--- src/hdl/tah_pkg.sv ---
// ----------------------------------------------------------------------------
// tah_pkg
// Widths, register indexes and shared types of the temperature alarm.
// ----------------------------------------------------------------------------
`timescale 1ns / 1ps

package tah_pkg;

  localparam int TEMP_W     = 15;  // signed tenths of a degree
  localparam int LIMIT_W    = 10;  // margin and hysteresis, unsigned tenths
  localparam int THR_W      = TEMP_W + 2;  // threshold sums never wrap
  localparam int CFG_IDX_W  = 2;
  localparam int CFG_DATA_W = TEMP_W;

  localparam logic [LIMIT_W-1:0] HYST_RESET = LIMIT_W'(20);

  typedef enum logic [CFG_IDX_W-1:0] {
    REG_TARGET  = 2'd0,
    REG_MINIMUM = 2'd1,
    REG_MARGIN  = 2'd2,
    REG_HYST    = 2'd3
  } cfg_idx_t;

  typedef struct packed {
    logic signed [TEMP_W-1:0] target_temp;
    logic signed [TEMP_W-1:0] minimum_temp;
    logic        [LIMIT_W-1:0] prewarn_margin;
    logic        [LIMIT_W-1:0] hysteresis;
  } cfg_t;

  typedef struct packed {
    logic ready;
    logic prewarn;
    logic outside;
  } flags_t;

endpackage

--- src/hdl/tah_if.sv ---
// ----------------------------------------------------------------------------
// tah_if
// Valid/ready channels of the temperature alarm: samples, results, config.
// ----------------------------------------------------------------------------
`timescale 1ns / 1ps

interface tah_in_if;
  logic                              valid;
  logic                              ready;
  logic                              probe_present;
  logic signed [tah_pkg::TEMP_W-1:0] sample_temp;

  modport source (output valid, probe_present, sample_temp, input ready);
  modport sink   (input valid, probe_present, sample_temp, output ready);
endinterface

interface tah_out_if;
  logic valid;
  logic ready;
  logic alarm;
  logic prewarn;

  modport source (output valid, alarm, prewarn, input ready);
  modport sink   (input valid, alarm, prewarn, output ready);
endinterface

interface tah_cfg_if;
  logic                              valid;
  logic                              ready;
  logic [tah_pkg::CFG_IDX_W-1:0]     index;
  logic [tah_pkg::CFG_DATA_W-1:0]    data;

  modport source (output valid, index, data, input ready);
  modport sink   (input valid, index, data, output ready);
endinterface

--- src/hdl/tah_eval.sv ---
// ----------------------------------------------------------------------------
// tah_eval
// Threshold compares and flag update for one temperature sample.
// ----------------------------------------------------------------------------
`timescale 1ns / 1ps

module tah_eval (
  input  tah_pkg::cfg_t                     cfg,
  input  tah_pkg::flags_t                   flags,
  input  logic                              probe_present,
  input  logic signed [tah_pkg::TEMP_W-1:0] sample_temp,
  output logic                              alarm,
  output logic                              prewarn,
  output tah_pkg::flags_t                   flags_nxt
);
  import tah_pkg::*;

  logic signed [THR_W-1:0] t;
  logic signed [THR_W-1:0] tgt;
  logic signed [THR_W-1:0] mn;
  logic signed [THR_W-1:0] hy;
  logic signed [THR_W-1:0] mg;
  logic signed [THR_W-1:0] tgt_rearm;
  logic signed [THR_W-1:0] pre;
  logic signed [THR_W-1:0] pre_rearm;
  logic signed [THR_W-1:0] min_rearm;
  logic                    enabled;
  logic                    at_target;
  logic                    at_pre;
  logic                    out_of_range;
  logic                    back_inside;

  assign t   = THR_W'(sample_temp);
  assign tgt = THR_W'(cfg.target_temp);
  assign mn  = THR_W'(cfg.minimum_temp);
  assign hy  = signed'({{(THR_W-LIMIT_W){1'b0}}, cfg.hysteresis});
  assign mg  = signed'({{(THR_W-LIMIT_W){1'b0}}, cfg.prewarn_margin});

  assign tgt_rearm = tgt - hy;
  assign pre       = tgt - mg;
  assign pre_rearm = pre - hy;
  assign min_rearm = mn + hy;

  assign enabled      = probe_present && (cfg.target_temp != '0);
  assign at_target    = t >= tgt;
  assign at_pre       = t >= pre;
  assign out_of_range = (t < mn) || (t > tgt);
  assign back_inside  = (t > min_rearm) && (t < tgt_rearm);

  always_comb begin
    flags_nxt = flags;
    alarm     = 1'b0;
    prewarn   = 1'b0;
    if (enabled) begin
      if (cfg.minimum_temp == '0) begin
        alarm         = at_target && !flags.ready;
        flags_nxt.ready = at_target || (flags.ready && !(t < tgt_rearm));
        if (cfg.prewarn_margin != '0) begin
          prewarn           = at_pre && !flags.prewarn;
          flags_nxt.prewarn = at_pre || (flags.prewarn && !(t < pre_rearm));
        end
      end else begin
        // an inverted range is always outside, so it never re-arms
        alarm             = out_of_range && !flags.outside;
        flags_nxt.outside = out_of_range || (flags.outside && !back_inside);
      end
    end
  end

endmodule

--- src/hdl/temperature_alarm_hysteresis.sv ---
// ----------------------------------------------------------------------------
// temperature_alarm_hysteresis
// Pipeline: input register, then result register; an output stall holds both.
// One item per cycle when out_if is ready; flag update settles in one compare stage.
// Reset (rst_n low, synchronous): pipeline empty, all alarm flags clear,
// target 0, minimum 0, margin 0, hysteresis 20. Config writes are always accepted.
// ----------------------------------------------------------------------------
`timescale 1ns / 1ps

module temperature_alarm_hysteresis (
  input  logic      clk,
  input  logic      rst_n,
  tah_in_if.sink    in_if,
  tah_out_if.source out_if,
  tah_cfg_if.sink   cfg_if
);
  import tah_pkg::*;

  cfg_t                     cfg_r,   cfg_nxt;
  flags_t                   flags_r, flags_nxt;
  flags_t                   flags_eval;
  logic                     s1_valid_r;
  logic                     s1_probe_r;
  logic signed [TEMP_W-1:0] s1_temp_r;
  logic                     out_valid_r;
  logic                     out_alarm_r;
  logic                     out_prewarn_r;
  logic                     alarm_c;
  logic                     prewarn_c;
  logic                     s2_ready;
  logic                     s1_ready;
  logic                     s1_move;
  logic                     cfg_wr;

  assign s2_ready = !out_valid_r || out_if.ready;
  assign s1_ready = !s1_valid_r || s2_ready;
  assign s1_move  = s1_valid_r && s2_ready;

  assign in_if.ready   = s1_ready;
  assign out_if.valid  = out_valid_r;
  assign out_if.alarm  = out_alarm_r;
  assign out_if.prewarn = out_prewarn_r;
  assign cfg_if.ready  = 1'b1;
  assign cfg_wr        = cfg_if.valid;

  tah_eval u_eval (
    .cfg           (cfg_r),
    .flags         (flags_r),
    .probe_present (s1_probe_r),
    .sample_temp   (s1_temp_r),
    .alarm         (alarm_c),
    .prewarn       (prewarn_c),
    .flags_nxt     (flags_eval)
  );

  always_comb begin
    cfg_nxt = cfg_r;
    if (cfg_wr) begin
      unique case (cfg_idx_t'(cfg_if.index))
        REG_TARGET:  cfg_nxt.target_temp    = signed'(cfg_if.data);
        REG_MINIMUM: cfg_nxt.minimum_temp   = signed'(cfg_if.data);
        REG_MARGIN:  cfg_nxt.prewarn_margin = cfg_if.data[LIMIT_W-1:0];
        REG_HYST:    cfg_nxt.hysteresis     = cfg_if.data[LIMIT_W-1:0];
      endcase
    end
  end

  // writing a limit clears the flags of the mode it leaves selected
  always_comb begin
    flags_nxt = flags_r;
    priority if (cfg_wr && (cfg_idx_t'(cfg_if.index) == REG_TARGET ||
                            cfg_idx_t'(cfg_if.index) == REG_MINIMUM)) begin
      if (cfg_nxt.minimum_temp == '0) begin
        flags_nxt.ready   = 1'b0;
        flags_nxt.prewarn = 1'b0;
      end else begin
        flags_nxt.outside = 1'b0;
      end
    end else if (s1_move) begin
      flags_nxt = flags_eval;
    end else begin
      flags_nxt = flags_r;
    end
  end

  always_ff @(posedge clk) begin
    if (!rst_n) begin
      cfg_r       <= '{target_temp: '0, minimum_temp: '0,
                       prewarn_margin: '0, hysteresis: HYST_RESET};
      flags_r     <= '0;
      s1_valid_r  <= 1'b0;
      out_valid_r <= 1'b0;
    end else begin
      cfg_r   <= cfg_nxt;
      flags_r <= flags_nxt;
      if (s1_ready) begin
        s1_valid_r <= in_if.valid;
      end
      if (s2_ready) begin
        out_valid_r <= s1_valid_r;
      end
    end
  end

  always_ff @(posedge clk) begin
    if (s1_ready && in_if.valid) begin
      s1_probe_r <= in_if.probe_present;
      s1_temp_r  <= in_if.sample_temp;
    end
    if (s1_move) begin
      out_alarm_r   <= alarm_c;
      out_prewarn_r <= prewarn_c;
    end
  end

endmodule

--- src/flat_wrapper.sv ---
// flat-port wrapper written by rule: the top's interface ports become plain ports
module temperature_alarm_hysteresis_flat import tah_pkg::*;
  (clk, rst_n, in_if_valid, in_if_probe_present, in_if_sample_temp, in_if_ready, out_if_valid, out_if_alarm, out_if_prewarn, out_if_ready, cfg_if_valid, cfg_if_index, cfg_if_data, cfg_if_ready);
  tah_in_if in_if_i ();
  tah_out_if out_if_i ();
  tah_cfg_if cfg_if_i ();
  input  logic clk;
  input  logic rst_n;
  input wire logic [$bits(in_if_i.valid)-1:0] in_if_valid;
  input wire logic [$bits(in_if_i.probe_present)-1:0] in_if_probe_present;
  input wire logic [$bits(in_if_i.sample_temp)-1:0] in_if_sample_temp;
  output wire logic [$bits(in_if_i.ready)-1:0] in_if_ready;
  output wire logic [$bits(out_if_i.valid)-1:0] out_if_valid;
  output wire logic [$bits(out_if_i.alarm)-1:0] out_if_alarm;
  output wire logic [$bits(out_if_i.prewarn)-1:0] out_if_prewarn;
  input wire logic [$bits(out_if_i.ready)-1:0] out_if_ready;
  input wire logic [$bits(cfg_if_i.valid)-1:0] cfg_if_valid;
  input wire logic [$bits(cfg_if_i.index)-1:0] cfg_if_index;
  input wire logic [$bits(cfg_if_i.data)-1:0] cfg_if_data;
  output wire logic [$bits(cfg_if_i.ready)-1:0] cfg_if_ready;
  assign in_if_i.valid = in_if_valid;
  assign in_if_i.probe_present = in_if_probe_present;
  assign in_if_i.sample_temp = in_if_sample_temp;
  assign in_if_ready = in_if_i.ready;
  assign out_if_valid = out_if_i.valid;
  assign out_if_alarm = out_if_i.alarm;
  assign out_if_prewarn = out_if_i.prewarn;
  assign out_if_i.ready = out_if_ready;
  assign cfg_if_i.valid = cfg_if_valid;
  assign cfg_if_i.index = cfg_if_index;
  assign cfg_if_i.data = cfg_if_data;
  assign cfg_if_ready = cfg_if_i.ready;
  temperature_alarm_hysteresis u_core (.clk(clk), .rst_n(rst_n), .in_if(in_if_i), .out_if(out_if_i), .cfg_if(cfg_if_i));
endmodule
--- config.mk ---
export PLATFORM = sky130hd
export DESIGN_NAME = temperature_alarm_hysteresis_flat
export DESIGN_NICKNAME = d
export VERILOG_FILES = /design/src/hdl/tah_pkg.sv /design/src/hdl/tah_if.sv /design/src/hdl/tah_eval.sv /design/src/hdl/temperature_alarm_hysteresis.sv /design/src/flat_wrapper.sv
export SDC_FILE = /design/constraint.sdc
export NUM_CORES = 1
export LEC_CHECK = 0
export ABC_AREA = 0
export BUFFER_PORTS_ARGS = -buffer_cell sky130_fd_sc_hd__buf_2
export CORE_ASPECT_RATIO = 1.25
export CORE_MARGIN = 2
export CORE_UTILIZATION = 45
export CTS_CLUSTER_SIZE = 16
export DETAILED_ROUTE_END_ITERATION = 16
export PLACE_DENSITY = 0.7
export SETUP_SLACK_MARGIN = 0.02
export SKIP_CTS_REPAIR_TIMING = 1
export SYNTH_ARGS = -nofsm -noshare
export SYNTH_HDL_FRONTEND = slang
export SYNTH_HIERARCHICAL = 1
export SYNTH_SLANG_ARGS = --single-unit
--- constraint.sdc ---
create_clock -name clk -period 5.6 [get_ports clk]
set_input_delay 1.12 -clock clk [delete_from_list [all_inputs] [get_ports clk]]
set_output_delay 1.12 -clock clk [all_outputs]
set_load 0.05 [all_outputs]
* Word-level counts from Yosys, hierarchy flattened
Cells that the tools add are included.
** Storage, ports and cells
- Flip-flop bits (word level) :: 73
- Input port bits :: 38
- Output and inout port bits :: 5
- Logic and storage cells :: 85
** Cells by class
- $add $sub $neg :: 4
- Magnitude comparators :: 7
- Eq/ne operators :: 6
- Muxes and demuxes :: 13
- Reduce and logical (&&, ||, !) cells :: 42
** Operator list (number)
- $mux 35 :: 1
- $sub 15x11->16 :: 2
- $logic_not 15->1 :: 2
- $mux 10 :: 2
- $lt 15x17->1 :: 1
- $sub 16x11->17 :: 1
- $add 15x11->16 :: 1
- $ge 15x16->1 :: 1
- $gt 15x16->1 :: 1
- $lt 15x16->1 :: 1
- $ge 15x15->1 :: 1
- $gt 15x15->1 :: 1
- $lt 15x15->1 :: 1
- $mux 15 :: 1
- $reduce_bool 15->1 :: 1
- $logic_and 1x1->1 :: 11
- $reduce_bool 10->1 :: 1
- $mux 3 :: 3
- $logic_not 1->1 :: 8
- $reduce_and 4->1 :: 2
- $reduce_bool 2->1 :: 4
- $logic_or 1x1->1 :: 7
- $reduce_and 2->1 :: 3
- $reduce_and 5->1 :: 1
- 8 further kinds :: 14

* Depth between registers and ports, before layout
Gate-level depths: netlist (run 1).
- Depth in word-level cells :: 11
- Gate-level depth with buffers :: 23

* Hierarchy
The synthesis (run 1) kept the hierarchy.
** Modules (own cells, without submodules)
- tah_eval :: instances 1, cells an instance 623, area an instance 4653.2 um^2, sequential area each 0.0 um^2
- temperature_alarm_hysteresis :: instances 1, cells an instance 272, area an instance 2767.7 um^2, sequential area each 1641.6 um^2

* Least setup slack after synthesis (run 1)
OpenSTA, ideal clock, no wires.
- Path type :: reg-to-reg
- Start point :: register u_core/cfg_r[14] (netlist bit)
- End point :: register u_core/flags_r[1] (netlist bit)
- Setup time :: 0.117 ns
- Data arrival time :: 4.610 ns
- Path slack :: 0.873 ns
- Stages on the path, launching flop included :: 23
- Path buffers :: 0
- Cells stage by stage :: dfxtp_1 -> inv_1 -> ha_1 -> a21o_1 -> o21a_1 -> o31a_1 -> o21ai_1 -> nand2_1 -> a21o_1 -> xor2_1 -> ha_1 -> and4_1 -> a2111oi_0 -> nand2_1 -> xnor2_1 -> ha_1 -> a21o_1 -> a21oi_1 -> nand4_1 -> a21oi_1 -> o21ai_0 -> a32o_1 -> a32o_1
** RTL lines
- from (decl) :: RTL line temperature_alarm_hysteresis.sv:19 : cfg_t cfg_r, cfg_nxt;
- from (signal assigned) :: RTL line temperature_alarm_hysteresis.sv:88 : cfg_r <= '{target_temp: '0, minimum_temp: '0,
- from (signal assigned) :: RTL line temperature_alarm_hysteresis.sv:94 : cfg_r <= cfg_nxt;
- to (signal assigned) :: RTL line temperature_alarm_hysteresis.sv:95 : flags_r <= flags_nxt;
- to (decl) :: RTL line temperature_alarm_hysteresis.sv:20 : flags_t flags_r, flags_nxt;

==> flow_metrics.env, run 1 <==
export IMPL_status="completed"
export IMPL_start_util_pct=45.81
export IMPL_internal_power_mw=1.276
export IMPL_multiInputGateArea_sq_um=5363
export IMPL_p_leak_nw=3.501
export IMPL_critPathKind="reg2reg"
export IMPL_fin_crit_sh_pct=93.33
export IMPL_p_switching_uw=736.0
export IMPL_rsz0062_at_grt="no"
export IMPL_clkTransAtPathRegs_ns=0.06
export IMPL_synth_avg_cell_area_sq_um=8.291
export IMPL_hpwl_mm=16.69
export IMPL_crit_required_ns=5.83
export IMPL_fin_tns_setup_ns=0
export IMPL_synthArstFlopShare_pct=0
export IMPL_max_freq_ghz=0.1913
export IMPL_clockBufferDepth=2
export IMPL_place_gp_congestion=0.8935
export IMPL_antenna_cells=0
export IMPL_cts_root_buf="clkbuf_16"
export IMPL_netlist_top_cells_area="ha_1 (22%), dfxtp_1 (15%), edfxtp_1 (7.3%)"
export IMPL_dieArea_sq_um=17540
export IMPL_port_buffers=41
export IMPL_syn_area_sq_um=7421
export IMPL_synthDistinctLibCells=74
export IMPL_drt_pass1_iter_count=6
export IMPL_pwr_share_seq_pct=29.9
export IMPL_drive_above_1_share_pct=7.940
export IMPL_syn_inst=895
export IMPL_routedWlPerCell_um=18.24
export IMPL_yosys_most_used_dff="dfxtp_1"
export IMPL_grt_first_pass_wirelength_mm=33.11
export IMPL_fin_cells=1148
export IMPL_fin_nets=1102
export IMPL_ys_seq_area_share_pct=22.12
export IMPL_rows=52
export IMPL_layout_min_cycle_time_ns=5.226
export IMPL_tightestPinTransition_ns=1.020
export IMPL_gr_total_overflow=0
export IMPL_clk_latency_ns=0.35
export IMPL_seq_area_sq_um=1642
export IMPL_final_setup_skew_ns=0.008403
export IMPL_drv_cap=0
export IMPL_via_count=6737
export IMPL_power_density_nw_per_um2=248.4
export IMPL_critPathLaunchType="flip-flop"
export IMPL_final_util_pct=50.00
export IMPL_crit_path_end_kind="flip-flop"
export IMPL_yosys_area_top_type_share_pct=22.26
export IMPL_yosysWarnings=6
export IMPL_max_slew_margin_rel_pct=32.03
export IMPL_syn2layout_area_growth_pct=9.155
export IMPL_hold_slack_ns=0.4908
export IMPL_hold_viol_final=0
export IMPL_core_area_sq_um=16200
export IMPL_ys_seq_elements=73
export IMPL_finalMaxSlewViolations=0
export IMPL_cp_arrival_ns=5.46
export IMPL_ant_nets=0
export IMPL_cts_sinks=73
export IMPL_grt_use_total_pct=24.22
export IMPL_pin_count=43
export IMPL_via_per_inst=5.868
export IMPL_synth_nets=1069
export IMPL_finalSetupViolations=0
export IMPL_crit_fanout=7
export IMPL_drtIter0Drc=433
export IMPL_final_common_cell="ha_1"
export IMPL_wirelength_mm=20.94
export IMPL_drc=0
export IMPL_holdCritPathClass="reg2reg"
export IMPL_pwr_share_comb_pct=41.3
export IMPL_synth_top_cell_by_area="ha_1"
export IMPL_numCtsBuffers=9
export IMPL_die_h_um=147.6
export IMPL_synth_edff_count=18
export IMPL_grt_max_degree=59
export IMPL_h_tree_depth=3
export IMPL_irDropWorstVdd_v=0.0002604
export IMPL_cts_tree="yes"
export IMPL_dp_cells=1133
export IMPL_mostFrequentLayoutCells="ha_1 (132), nand2_1 (110), inv_1 (81), dfxtp_1 (55), a21oi_1 (48)"
export IMPL_power_switching_share_pct=36.58
export IMPL_power_share_clock_pct=28.9
export IMPL_die_w_um=118.9
export IMPL_grt_pass1_vias=6513
export IMPL_fill_cells=1575
export IMPL_grt_antenna_before_repair=0
-- layer usage --
layer,global-route usage [%],vias to the layer above,wire (um)
li1,-,3333,-
met1,28.18,3168,8663
met2,43.51,190,10440
met3,2.546,46,890
met4,12.98,0,948
met5,0,-,0
-- final timing paths --
kind                          from           endpoint  slack [ns]  cells after the start
setup / recovery  u_core/cfg_r[36]  u_core/flags_r[1]        0.37                     23
hold / removal     u_core/cfg_r[3]    u_core/cfg_r[3]        0.49                      2
setup reg to reg  u_core/cfg_r[36]  u_core/flags_r[1]        0.37                     23
hold reg to reg    u_core/cfg_r[3]    u_core/cfg_r[3]        0.49                      2
-- flip-flops by register name, indices dropped and copies added, names as in the netlist --
register	flops
u_core/cfg_r	50
u_core/flags_r	3
u_core/s1_temp_r	15
u_core/out_if.alarm	1
u_core/s1_probe_r	1
u_core/out_if.prewarn	1
u_core/out_if.valid	1
u_core/s1_valid_r	1
-- power groups by stage --
stage / combinational (mW) / clock [mW] / sequential, mW
6_report: 0.830 / 0.581 / 0.601
5_1_grt: 0.928 / 0.607 / 0.605
4_1_cts: 0.821 / 0.588 / 0.601
3_5_place_dp: 0.815 / 0 / 0.613
3_3_place_gp: 0.801 / 0 / 0.613
2_1_floorplan: 0.620 / 0 / 0.599
-- layout make-up --
class / instances / area share, %
multi-input cells: 718 / 66.20
flip-flops and latches: 73 / 20.27
inverters: 82 / 3.800
well taps: 216 / 3.336
repair buffers: 44 / 2.811
clock buffers: 9 / 2.780
clock inverters: 6 / 0.8032
-- cell usage after synthesis, drive strengths merged (9+ instances only) --
cell type	n
a211oi	10
a21boi	40
a21o	28
a21oi	49
buf	12
clkbuf	10
dfxtp	55
edfxtp	18
ha	132
inv	81
mux2i	12
nand2	110
nand3	21
nand4	20
nor2	30
nor2b	22
nor3	17
nor4	15
o211ai	9
o21a	10
o21ai	44
xnor2	30
xor2	14
-- logic make-up after synthesis --
family / count (synthesis) / share of synthesized area [%]
and+or+nand+nor: 279 / 18.82
AOI/OAI and AO/OA: 245 / 23.10
adders and majority gates: 136 / 23.34
buffers and inverters: 104 / 5.614
DFF: 73 / 22.12
xor gates and xnor gates: 44 / 5.193
muxes: 13 / 1.770
other: 1 / 0.05053
-- metrics by stage --
stage / area (sq um) / setup WS (ns) / power, mW
floorplan: 7421 / 0.8727 / 1.219
CTS: 8100 / 0.3414 / 2.011
detailed placement: 7810 / 0.3935 / 1.428
global route: 8100 / 0.06712 / 2.140
finish: 8100 / 0.3737 / 2.012
global placement: 7810 / 0.5135 / 1.414
-- worst max-delay path, stage by stage, from the launching register on --
cell and delay (ns):
dfxtp_1 0.47, ha_1 0.29, nand2b_1 0.11, nand2_1 0.09, and4_1 0.19, or3_1 0.31, xor2_1 0.16, ha_1 0.34
or2_2 0.29, a21oi_1 0.15, a31oi_1 0.09, and4_1 0.24, a2111oi_0 0.47, buf_4 0.21, nand2_1 0.06, xnor2_1 0.13
ha_1 0.31, a21o_1 0.16, a21oi_1 0.20, nand4_1 0.13, a21oi_1 0.17, o21ai_0 0.09, a32o_1 0.23, a32o_1 0.22
Power figures use the tool's default switching activity.
==> run 2, diff against run 1 <==
Settings changed: ABC_AREA 0 to 1.
==> run 2 against run 1 <==
Net effect:
- register-to-register slack better by 0.98 ns
- sequential power is 1% higher
- critical path type unchanged
- first-iteration DRC count up 24%
- utilization is 0.17 points lower
- area after synthesis grew 2.0%
- routed wire length grew 1.1%
- setup slack improved by 0.98 ns
- synthesized cell count up 25%
- flip-flop and latch count did not move
==> flow_metrics.env, run 2 <==
export IMPL_synth_top_cell_by_area="ha_1"
export IMPL_yosys_most_used_dff="dfxtp_1"
export IMPL_numCtsBuffers=9
export IMPL_slowest_stage="fa_1"
export IMPL_final_common_cell="nand2_1"
export IMPL_drc=0
export IMPL_drv_cap=0
export IMPL_fin_crit_sh_pct=75.75
export IMPL_ys_seq_elements=73
export IMPL_routedWlPerCell_um=15.37
export IMPL_irDropWorstVdd_v=0.0001488
export IMPL_finalMaxSlewViolations=0
export IMPL_rows=53
export IMPL_grt_util_met1_pct=27.46
export IMPL_cts_root_buf="clkbuf_16"
export IMPL_core_area_sq_um=16640
export IMPL_fin_nets=1326
export IMPL_pin_count=43
export IMPL_via_per_inst=5.321
export IMPL_hpwl_mm=17.30
export IMPL_status="completed"
export IMPL_final_util_pct=49.83
export IMPL_syn_area_sq_um=7572
export IMPL_drtIter0Drc=537
export IMPL_top_register="u_core/cfg_r"
export IMPL_final_setup_skew_ns=0.01059
export IMPL_p_leak_nw=4.283
export IMPL_grt_busiest_layer="met2"
export IMPL_mostFrequentLayoutCells="nand2_1 (258), inv_1 (153), nor2_1 (139), ha_1 (132), a21oi_1 (84)"
export IMPL_syn_inst=1116
export IMPL_fin_tns_setup_ns=0
export IMPL_layout_min_cycle_time_ns=4.242
export IMPL_fin_cells=1377
export IMPL_max_slew_margin_rel_pct=44.91
export IMPL_drive_above_1_share_pct=7.606
export IMPL_tightestPinTransition_ns=0.8255
export IMPL_clk_latency_ns=0.34
export IMPL_synth_common_cells="nand2_1 (258), inv_1 (153), nor2_1 (139), ha_1 (132), a21oi_1 (84)"
export IMPL_grt_antenna_before_repair=0
export IMPL_netlist_top_cells_area="ha_1 (22%), dfxtp_1 (15%), nand2_1 (13%)"
export IMPL_cpPeakStageDelay_ns=0.41
export IMPL_top_regs="u_core/cfg_r: 50 flops, u_core/s1_temp_r: 15 flops, u_core/flags_r: 3 flops"
export IMPL_clkTransAtPathRegs_ns=0.06
export IMPL_die_w_um=120.0
export IMPL_totalPowerFinal_mw=2.245
export IMPL_synthArstFlopShare_pct=0
export IMPL_drt_pass1_iter_count=6
export IMPL_dp_cells=1361
export IMPL_finalSetupViolations=0
export IMPL_place_area_sq_um=7964
export IMPL_rsz0062_at_grt="no"
export IMPL_crit_path_end_kind="flip-flop"
export IMPL_synth_most_common_cell="nand2_1"
export IMPL_ant_nets=0
export IMPL_wirelength_mm=21.17
export IMPL_place_gp_congestion=0.9557
export IMPL_cts_sinks=73
export IMPL_critPathLaunchType="flip-flop"
export IMPL_syn2layout_area_growth_pct=9.534
export IMPL_grt_use_total_pct=24.11
export IMPL_critPathKind="reg2reg"
export IMPL_largest_reg_flops=50
export IMPL_hold_viol_final=0
export IMPL_use_met3_pct=1.606
export IMPL_die_h_um=149.0
export IMPL_r2r_slack_ns=1.36
export IMPL_crit_required_ns=5.85
export IMPL_grt_pass1_vias=7274
export IMPL_cp_arrival_ns=4.50
export IMPL_power_density_nw_per_um2=270.7
export IMPL_cts_tree="yes"
export IMPL_antenna_cells=0
export IMPL_crit_fanout=4
export IMPL_h_tree_depth=3
export IMPL_via_count=7327
export IMPL_port_buffers=41
export IMPL_use_met2_pct=44.38
export IMPL_clockBufferDepth=2
export IMPL_holdCritPathClass="reg2reg"
export IMPL_max_freq_ghz=0.2357
export IMPL_grt_first_pass_wirelength_mm=34.18
export IMPL_synthDistinctLibCells=43
export IMPL_yosysWarnings=6
export IMPL_synth_nets=1290
export IMPL_cp_common_cell="nand2_1"
export IMPL_grt_max_degree=38
export IMPL_synth_edff_count=18
export IMPL_synth_avg_cell_area_sq_um=6.785
export IMPL_yosys_area_top_type_share_pct=21.81
export IMPL_gr_total_overflow=0
export IMPL_start_util_pct=45.49
export IMPL_dieArea_sq_um=17890
export IMPL_ys_seq_area_share_pct=21.68
export IMPL_design_area_sq_um=8294
==> run 2: changes by cell type after synthesis, sizes merged, moves of 12 or more <==
cell	change
nand3	+40
nor2b	-22
mux2i	-12
xor2	+18
inv	+75
a21oi	+36
nand2	+156
a21o	-23
a21boi	-40
o21ai	+19
nor4	-13
xnor2	-20
nor2	+120
==> run 2: final timing paths <==
kind	depth (start not counted)	endpoint	from
setup / recovery	31	u_core/flags_r[1]	u_core/cfg_r[35]
hold / removal	2	u_core/flags_r[1]	u_core/flags_r[1]
setup reg to reg	31	u_core/flags_r[1]	u_core/cfg_r[35]
hold reg to reg	2	u_core/flags_r[1]	u_core/flags_r[1]
==> run 2: layout make-up <==
cell class	instances	area, sq um
fillers	1668	8351
multi-input cells	868	5243
flip-flops and latches	73	1642
inverters	159	599.3
well taps	220	275.3
clock buffers	10	239.0
repair buffers	41	205.2
clock inverters	6	91.34
==> run 2: stage by stage <==
| stage | setup slack [ns] | hold slack, ns |
|---|---|---|
| final | 1.358 | 0.5035 |
| after global routing | 0.8250 | 0.5237 |
| after CTS | 1.328 | 0.5064 |
| after detailed placement | 1.335 | 0.4977 |
| after global placement | 1.432 | 0.4904 |
| after floorplan | 1.778 | 0.4571 |
==> run 2: critical path: cells and delay by family (launching register included) <==
family	cells	cell delay, ns
and+or+nand+nor	19	1.83
adders and majority gates	4	1.24
DFF	1	0.32
buffers and inverters	5	0.32
AOI/OAI and AO/OA	2	0.25
xor gates and xnor gates	1	0.21
==> run 2: layer usage <==
layer / part of all wire [%] / up-vias
li1: - / 3740
met1: 42 / 3380
met2: 50 / 156
met3: 2.6 / 51
met4: 5.7 / 0
met5: 0 / -
==> run 2: logic make-up after synthesis <==
group / Yosys count / share of synthesized area (%)
fa+ha+maj: 136 / 22.87
buf+inv: 175 / 9.088
other cells: 1 / 0.04952
simple gates: 527 / 30.24
flops: 73 / 21.68
xor+xnor: 42 / 4.858
compound gates: 162 / 11.22
==> run 2: report_power, final <==
part	total (mW)	switching, mW	internal (mW)
registers	0.609	0.0400	0.569
logic	1.00	0.622	0.380
clock network	0.634	0.231	0.403
